### src/hw/rtl/tpvf_pkg.sv
`timescale 1ns / 1ps
// ----------------------------------------------------------------------------
// tpvf_pkg
// Shared types and constants for the two-phase V/f sine PWM controller.
// ----------------------------------------------------------------------------
package tpvf_pkg;

  // Action codes carried on the input tuser
  typedef enum logic [1:0] {
    ACT_TICK  = 2'd0,
    ACT_EDGE  = 2'd1,
    ACT_OVF   = 2'd2,
    ACT_TABLE = 2'd3
  } action_t;

  // Configuration register indexes
  localparam logic [1:0] REG_PWM_PERIOD = 2'd0;
  localparam logic [1:0] REG_DEAD_TIME  = 2'd1;
  localparam logic [1:0] REG_MIN_FREQ   = 2'd2;
  localparam logic [1:0] REG_MAX_FREQ   = 2'd3;

  localparam int CFG_IDX_W  = 2;
  localparam int CFG_DATA_W = 10;

  // Register reset values
  localparam logic [9:0] RST_PWM_PERIOD = 10'd800;
  localparam logic [8:0] RST_DEAD_TIME  = 9'd20;
  localparam logic [7:0] RST_MIN_FREQ   = 8'd5;
  localparam logic [7:0] RST_MAX_FREQ   = 8'd50;

  localparam logic [7:0] FULL_SCALE = 8'd255;
  localparam logic [9:0] CMP_MAX    = 10'd1023;

  // Divider geometry: quotient is capped to DIV_Q_W bits (saturates)
  localparam int DIV_NUM_W = 26;
  localparam int DIV_DEN_W = 16;
  localparam int DIV_Q_W   = 11;
  localparam int DIV_CNT_W = 4;

  typedef struct packed {
    logic                 start;
    logic [DIV_NUM_W-1:0] num;
    logic [DIV_DEN_W-1:0] den;
  } div_req_t;

  typedef struct packed {
    logic               done;
    logic [DIV_Q_W-1:0] quo;
  } div_rsp_t;

  // What the shared divider is working on
  typedef enum logic [1:0] {
    JOB_SAMPLE = 2'd0,
    JOB_MEAN   = 2'd1,
    JOB_PAIR   = 2'd2
  } job_t;

  // Input tdata, lowest field last
  typedef struct packed {
    logic [5:0]  pad;
    logic [7:0]  table_value;
    logic [8:0]  table_index;
    logic [15:0] timestamp;
    logic        pin_level;
  } in_item_t;

  // Output tdata, lowest field last
  typedef struct packed {
    logic [4:0] pad;
    logic       restart_timer;
    logic [7:0] frequency;
    logic       fan_on;
    logic       pwm_running;
    logic [9:0] cmp_quad_b;
    logic [9:0] cmp_quad_a;
    logic [9:0] cmp_main_b;
    logic [9:0] cmp_main_a;
  } out_item_t;

endpackage

### src/hw/rtl/tpvf_div.sv
`timescale 1ns / 1ps
// ----------------------------------------------------------------------------
// tpvf_div
// Restoring divider, one quotient bit per cycle, quotient saturates to all
// ones when it would not fit in DIV_Q_W bits.
// ----------------------------------------------------------------------------
module tpvf_div import tpvf_pkg::*; (
  input  logic     clk,
  input  logic     rst,
  input  div_req_t req,
  output div_rsp_t rsp
);

  logic                 busy;
  logic                 done;
  logic [DIV_CNT_W-1:0] cnt;
  logic [DIV_DEN_W-1:0] rem;
  logic [DIV_DEN_W-1:0] dvs;
  logic [DIV_Q_W-1:0]   low;
  logic [DIV_Q_W-1:0]   quo;
  logic [DIV_DEN_W-1:0] num_hi;
  logic                 ovf;
  logic [DIV_DEN_W:0]   trial;
  logic                 take;

  assign num_hi = DIV_DEN_W'(req.num[DIV_NUM_W-1:DIV_Q_W]);
  assign ovf    = num_hi >= req.den;
  assign trial  = {rem, low[DIV_Q_W-1]};
  assign take   = trial >= {1'b0, dvs};

  always_ff @(posedge clk) begin
    if (rst) begin
      busy <= 1'b0;
      done <= 1'b0;
    end else begin
      done <= 1'b0;
      if (req.start) begin
        busy <= !ovf;
        done <= ovf;
      end else if (busy && cnt == DIV_CNT_W'(1)) begin
        busy <= 1'b0;
        done <= 1'b1;
      end
    end
  end

  always_ff @(posedge clk) begin
    if (req.start) begin
      rem <= ovf ? '0 : num_hi;
      low <= req.num[DIV_Q_W-1:0];
      quo <= ovf ? '1 : '0;
      dvs <= req.den;
      cnt <= DIV_CNT_W'(DIV_Q_W);
    end else if (busy) begin
      rem <= take ? DIV_DEN_W'(trial - {1'b0, dvs}) : DIV_DEN_W'(trial);
      quo <= {quo[DIV_Q_W-2:0], take};
      low <= {low[DIV_Q_W-2:0], 1'b0};
      cnt <= cnt - DIV_CNT_W'(1);
    end
  end

  assign rsp.done = done;
  assign rsp.quo  = quo;

endmodule

### config.mk
export PLATFORM = sky130hd
export DESIGN_NAME = tpvf_div
export DESIGN_NICKNAME = d
export VERILOG_FILES = /design/src/hw/rtl/tpvf_pkg.sv /design/src/hw/rtl/tpvf_div.sv
export SDC_FILE = /design/constraint.sdc
export NUM_CORES = 1
export LEC_CHECK = 0
export BUFFER_PORTS_ARGS = -buffer_cell sky130_fd_sc_hd__buf_2
export CAP_MARGIN = 20
export CORE_MARGIN = 3
export CORE_UTILIZATION = 45
export DETAILED_ROUTE_END_ITERATION = 8
export GPL_ROUTABILITY_DRIVEN = 0
export GPL_TIMING_DRIVEN = 0
export PLACE_DENSITY = 0.76
export SYNTH_ARGS = -nofsm -noshare
export SYNTH_HDL_FRONTEND = slang
export SYNTH_SLANG_ARGS = --single-unit
### constraint.sdc
create_clock -name clk -period 4.46 [get_ports clk]
set_clock_uncertainty 0.05 [all_clocks]
set_input_delay 0.892 -clock clk [delete_from_list [all_inputs] [get_ports clk]]
set_output_delay 0.892 -clock clk [all_outputs]
set_load 0.02 [all_outputs]
======== Word-level counts from Yosys, hierarchy flattened ========
Index checks and enable logic that the tools add are counted.
word-level totals
  bits of input ports ..................... 45
  flip-flop bits (word level) ............. 60
  output and inout port bits .............. 12
operators by class
  $lt $le $gt $ge ......................... 2
  add/subtract/negate cells ............... 2
  reduce and logical (&&, ||, !) cells .... 4
  eq/ne operators ......................... 1
  multiplexer cells ....................... 13
operators by type and width
  operator               number
  $mux W11               5
  $mux W16               3
  $ge A17 B16 Y1         1
  $ge A15 B16 Y1         1
  $sub A16 B16 Y16       1
  $mux W15               1
  $eq A4 B1 Y1 const B   1
  $mux W1                4
  $reduce_bool A2 Y1     2
  $sub A4 B1 Y4 const B  1
  $logic_and A1 B1 Y1    1
  $logic_not A1 Y1       1

======== Longest topological paths before layout ========
Gate-level depths: netlist of run 1.
  depth in word-level cells ............... 4
  mapped depth ............................ 10
  gate-level depth less buffers ........... 10

======== Worst setup path before layout of run 1 ========
Ideal clock, no wire load.
  path type ............................... input port to flip-flop
  start ................................... input port req[5] (netlist bit)
  end ..................................... register quo[0] (data pin)
  path buffers ............................ 1
  setup time .............................. 0.270 ns
  arrival time ............................ 2.365 ns
  stages .................................. 7
  required time ........................... 4.140 ns
  slack ................................... 1.775 ns
  path through ............................ inv_1 ha_1 or4_1 a221o_1 a21oi_4 buf_2 a21oi_1
between the ends
  cells in the longest elaborated chain, start to end .. 3
RTL lines
  what                  line            source
  from (decl)           tpvf_div.sv:10  input div_req_t req,
  $ge A15 B16 Y1        tpvf_div.sv:27  assign ovf = num_hi >= req.den;
  $mux W11              tpvf_div.sv:51  quo <= ovf ? '1 : '0;
  $mux W11              tpvf_div.sv:48  if (req.start) begin
  to (signal assigned)  tpvf_div.sv:51
  to (signal assigned)  tpvf_div.sv:56  quo <= {quo[DIV_Q_W-2:0], take};
  to (decl)             tpvf_div.sv:20  logic [DIV_Q_W-1:0] quo;
Every way passes these cells.
A chain may end at the register's enable or synchronous reset.

======== Final worst setup path of run 1 ========
  start ................................... input port req[42] (netlist bit)
  end ..................................... register rem[7], enable pin
between the ends
  cells in the longest elaborated chain, start to end .. 1
RTL lines
  what                          line            source
  $reduce_bool A2 Y1 (no line)  --
  to (signal assigned)          tpvf_div.sv:49  rem <= ovf ? '0 : num_hi;
  to (signal assigned)          tpvf_div.sv:55  rem <= take ? DIV_DEN_W'(trial - {1'b0, dvs}) : DIV_DEN_W'(trial);
  to (decl)                     tpvf_div.sv:17  logic [DIV_DEN_W-1:0] rem;
Every way passes these cells.

==> results of run 1 <==
==> state kept, by name (all words and copies together) (netlist names) <==
signal / count
dvs: 16
busy: 1
low: 11
done: 1
cnt: 4
quo: 11
rem: 16
==> where the power goes <==
group / switching, mW / internal [mW] / leakage [nW] / total, mW
Combinational: 0.502 / 0.336 / 1.25 / 0.838
Sequential: 0.0450 / 0.729 / 0.592 / 0.774
Clock: 0.222 / 0.289 / 0.102 / 0.512
Total: 0.770 / 1.35 / 1.94 / 2.12
==> cell type report <==
cell class	instances	area share
Buffer	18	0.0198
Clock buffer	11	0.0337
Clock inverter	5	0.0131
Inverter	42	0.0351
Multi-Input combinational cell	260	0.419
Sequential cell	60	0.388
Tap cell	105	0.0292
Timing Repair Buffer	56	0.0624
==> synth_stat cells, types with 4 or more instances <==
master / n
o21ai_1: 4
o311ai_1: 7
edfxtp_1: 54
nand3_1: 6
xnor2_1: 8
ha_1: 33
clkbuf_1: 7
xor2_1: 4
a21oi_1: 20
nand2_1: 34
o211ai_1: 4
inv_1: 42
nor2_1: 34
nor3_1: 5
dfxtp_1: 6
a21o_1: 5
buf_2: 8
mux2_2: 10
nand4_1: 9
o21ai_0: 13
nor2b_1: 7
==> worst paths after layout <==
path           start     end  slack, ns  depth (start not counted)
max          req[42]  rem[7]       1.06                          4
min           cnt[3]  cnt[3]       0.47                          2
max reg2reg   rem[0]  rem[7]       1.63                          7
min reg2reg   cnt[3]  cnt[3]       0.47                          2
==> worst max-delay path, delay by kind of cell <==
kind | cells | cell delay [ns]
buffers and inverters | 3 | 1.53
and+or+nand+nor | 1 | 0.85
==> metal layers <==
| layer | up-vias | share of wire | global-route usage |
|---|---|---|---|
| met5 | - | 0 | 0 |
| met4 | 0 | 0.035 | 0.101 |
| met3 | 23 | 0.051 | 0.0276 |
| met2 | 99 | 0.49 | 0.333 |
| met1 | 1506 | 0.42 | 0.236 |
| li1 | 1521 | - | - |
==> metrics by stage <==
step,cell area [um2],power (mW)
final,4490,2.12
after global routing,4490,2.25
after CTS,4490,2.12
after detailed placement,4280,1.61
after global placement,4280,1.58
after floorplan,3870,1.40
==> logic make-up (layout without fill, tap and decap cells) <==
kind of cell / count (synthesis) / after routing / synth area share
fa+ha+maj: 34 / 34 / 0.112
xor+xnor: 12 / 12 / 0.0271
simple gates: 111 / 111 / 0.136
buf+inv: 60 / 132 / 0.0637
flops: 60 / 60 / 0.450
mux: 13 / 13 / 0.0381
compound gates: 90 / 90 / 0.174
==> flow_summary.toml, run 1 <==
[cts]
cts_sinks = 60
cts_root_buffer = "clkbuf_8"
clk_latency_ns = 0.34
cts_hold_buf = 0
clkTransAtPathRegs_ns = 0.07
cts_max_level = 3
cts_resized = 0
cts_tree = "yes"
cts-buffers-inserted = 9
cts_buffer_depth = 2
cts_setup_buffers = 0

[placed_design]
hpwl_um = 6720
numPortBuffers = 56
detailedPlace.worstSlack_ns = 0.703
dp.cells = 541

[sta]
hold_viol = 0
worst_pin_slew_ns = 0.944
layout_min_cycle_time_ns = 3.40
fmax_mhz = 294
rsz0062_at_grt = "no"
period_share = 0.763
slew-limit-headroom = 0.371
finalSetupViolCount = 0
worst_hold_slack_ns = 0.475
setup_ws_ns = 1.06
tns_ns = 0
slew_violations = 0

[routing]
via_per_inst = 5.65
routed-via-count = 3149
drt_iter0_markers = 279
ant_nets = 0
routed_wl_um = 9120
wl_per_cell_um = 16.4
dr.pass1.iters = 5
drc = 0

[floorplanning]
rows = 33
die_w_um = 98.8
pin_count = 57
dieArea_um2 = 9750
die_h_um = 98.8
core_area_um2 = 8300
start_util = 0.467

[logic_synthesis]
seq_area_frac_synth = 0.450
synthFlopType = "edfxtp_1"
synthArstFlopShare = 0
syn-mean-instance-area_um2 = 10.2
ys_seq_elements = 60
ys_warn_count = 0
synth_area_leaders = "edfxtp_1, ha_1, inv_1"
ys_types = 64
synth_area_um2 = 3870
synthCells = 380
syn_nets = 459
synth_edf_count = 54
yosys.area.top_type = "edfxtp_1"
yosysTopAreaCellShare = 0.419

[critical_path]
crit_chain = "buf_2 -> clkbuf_1 -> clkbuf_1 -> or2_2"
cpMostUsedCell = "clkbuf_1"
crit_type = "input pin to flip-flop"
critPathSlowestCell = "or2_2"
critPathCaptureType = "flip-flop"
critPathRequiredTime_ns = 4.37
slowest_delay_ns = 0.85
cp-start-kind = "input pin"
crit_arrival_ns = 3.31
crit_fanout = 38

[pwr]
power_density_nw_per_um2 = 472
ir_worst_vdd_uv = 329
power.leakage_nw = 1.94

[final_layout]
utilization = 0.542
nets = 526
area_growth_pct = 16.1
multi_input_area_um2 = 1880
ff_latch_area_um2 = 1740
final_cells = 557
n_antenna_cell = 0
fillCellCount = 719
drive_gt1_frac = 0.239
final_common_cell = "buf_2"
final_cell_mix = "buf_2, edfxtp_1, inv_1"

[global_routing]
grt_pass1_wl_um = 15100
grt-ovfl-total = 0
antenna_found_initial = 0
grt_usage = 0.194
first_global_vias = 3213
grt_max_degree = 39

[hold_path]
hold_class = "flip-flop to flip-flop"

[run_status]
status = "finished clean"

[job]
drv_cap = 0
(Power assumes the default switching activity.)
==> inputs of run 2 (changes only) <==
--- a/config.mk
+++ b/config.mk
@@ -12,7 +12,7 @@
 export DETAILED_ROUTE_END_ITERATION = 8
 export GPL_ROUTABILITY_DRIVEN = 0
 export GPL_TIMING_DRIVEN = 0
-export PLACE_DENSITY = 0.76
+export PLACE_DENSITY = 0.79
 export SYNTH_ARGS = -nofsm -noshare
 export SYNTH_HDL_FRONTEND = slang
 export SYNTH_SLANG_ARGS = --single-unit
==> constraint.sdc (replaced) <==
create_clock -name clk -period 2.8 [get_ports clk]
set_clock_uncertainty 0.05 [all_clocks]
set_input_delay 0.56 -clock clk [delete_from_list [all_inputs] [get_ports clk]]
set_output_delay 0.56 -clock clk [all_outputs]
set_load 0.02 [all_outputs]
==> run 2 against run 1 <==
Compared with the run above:
- non-clock buffer count rose by 7
- worst setup slack got worse by 0.91 ns
- power rose by 65%
- critical path type is now flip-flop to flip-flop
- largest cell class unchanged
==> flow_summary.toml, run 2 (synthesized netlist as in run 1, its figures left out) <==
[cts]
cts_buffer_depth = 2
cts_sinks = 60
cts-buffers-inserted = 9
clkTransAtPathRegs_ns = 0.07
cts_root_buffer = "clkbuf_8"
cts_hold_buf = 0
clk_latency_ns = 0.34
cts_tree = "yes"
cts_max_level = 3

[global_routing]
grt_usage = 0.197
antenna_found_initial = 0
grt_max_degree = 39
grt_pass1_wl_um = 15300
first_global_vias = 3279
grt-ovfl-total = 0

[routing]
route.met3.wl_um = 556
drc = 0
via_per_inst = 5.67
dr.max_layer_used = "met4"
routed_wl_um = 9420
routed-via-count = 3201
wl_met1_um = 3740
drt_iter0_markers = 336
ant_nets = 0
wl_per_cell_um = 16.7
dr.pass1.iters = 5
wl_met2_um = 4770

[critical_path]
critPathCaptureType = "flip-flop"
slowest_delay_ns = 0.42
critPathSlowestCell = "a311oi_2"
crit_arrival_ns = 2.70
critical-path-top-delay-family = "compound AO/OA/AOI/OAI gates"
crit_fanout = 7
crit_chain = "ha_1 -> buf_2 -> a21oi_2 -> nand2b_1 -> a311oi_2 -> o21a_2 -> nor2_2 -> a221o_1"
critPathRequiredTime_ns = 2.84
cp.buffers_inverters = 1
crit_type = "flip-flop to flip-flop"
cp-start-kind = "flip-flop"

[placed_design]
numPortBuffers = 56
hpwl_um = 6740

[sta]
worst_hold_slack_ns = 0.337
worst_pin_slew_ns = 0.620
slew_violations = 0
period_share = 0.949
layout_min_cycle_time_ns = 2.66
rsz0062_at_grt = "no"
hold_viol = 0
finalSetupViolCount = 0
slew-limit-headroom = 0.585
tns_ns = 0
fmax_mhz = 376

[final_layout]
final_common_cell = "buf_2"
area_growth_pct = 18.5
fillCellCount = 710
nets = 534
n_antenna_cell = 0
final_cell_mix = "buf_2, edfxtp_1, inv_1"
drive_gt1_frac = 0.257
largestRegisters = "dvs (16), rem (16)"

[floorplanning]
die_w_um = 98.8
pin_count = 57
start_util = 0.467
rows = 33
die_h_um = 98.8
core_area_um2 = 8300
dieArea_um2 = 9750

[pwr]
p_total_mw = 3.51
clock_power_share = 0.248
power_frac_seq = 0.351
power_density_nw_per_um2 = 764
comb_power_share = 0.401
power.leakage_nw = 1.99
ir_worst_vdd_uv = 500
swShare = 0.354
power_switching_mw = 1.24
cellInternalPower_mw = 2.26

[hold_path]
hold_class = "input pin to flip-flop"

[run_status]
status = "finished clean"

[job]
drv_cap = 0
==> run 2: metrics by stage <==
| step | setup WS (ns) | std cells | utilization | cell area, um2 |
|---|---|---|---|---|
| 2_1_floorplan | 0.355 | 380 | - | 3870 |
| 3_3_place_gp | -0.518 | 541 | 0.516 | 4280 |
| 3_5_place_dp | -0.631 | 541 | 0.516 | 4280 |
| 4_1_cts | 0.00238 | 557 | 0.543 | 4500 |
| 5_1_grt | 0.0226 | 565 | 0.553 | 4590 |
| 6_report | 0.144 | 565 | 0.553 | 4590 |
==> run 2: power groups by stage <==
stage          Combinational (mW)  Clock, mW  Sequential (mW)
2_1_floorplan               0.974          0             1.25
3_3_place_gp                 1.27          0             1.24
3_5_place_dp                 1.30          0             1.25
4_1_cts                      1.32      0.877             1.23
5_1_grt                      1.55      0.909             1.25
6_report                     1.41      0.868             1.23
==> run 2: worst paths after layout <==
kind	start	end	slack, ns	depth (start not counted)
worst min register to register	cnt[1]	cnt[1]	0.46	2
worst min-delay path	rst	busy	0.34	2
worst max register to register	rem[2]	rem[10]	0.14	8
worst max-delay path	rem[2]	rem[10]	0.14	8
==> run 2: layout make-up <==
| type | count | area [um2] | share of cell area |
|---|---|---|---|
| Clock buffer | 12 | 145 | 0.0316 |
| Timing Repair Buffer | 63 | 333 | 0.0725 |
| Buffer | 18 | 90.1 | 0.0196 |
| Inverter | 42 | 158 | 0.0344 |
| Tap cell | 105 | 131 | 0.0286 |
| Multi-Input combinational cell | 261 | 1920 | 0.418 |
| Sequential cell | 60 | 1740 | 0.380 |
| Clock inverter | 4 | 72.6 | 0.0158 |
==> run 2: timing repair <==
item | 4_1_cts | 5_1_grt
setup endpoints to repair | 38 | 52
setup buffers | 0 | 7
gates resized for setup | 1 | 6
pin swaps | 0 | 4
cloned | 0 | 1
==> run 2: per-layer routing <==
layer	global-route usage	vias up
met5	0	-
met4	0.0893	0
met3	0.0396	33
met2	0.346	123
met1	0.232	1506
li1	-	1539
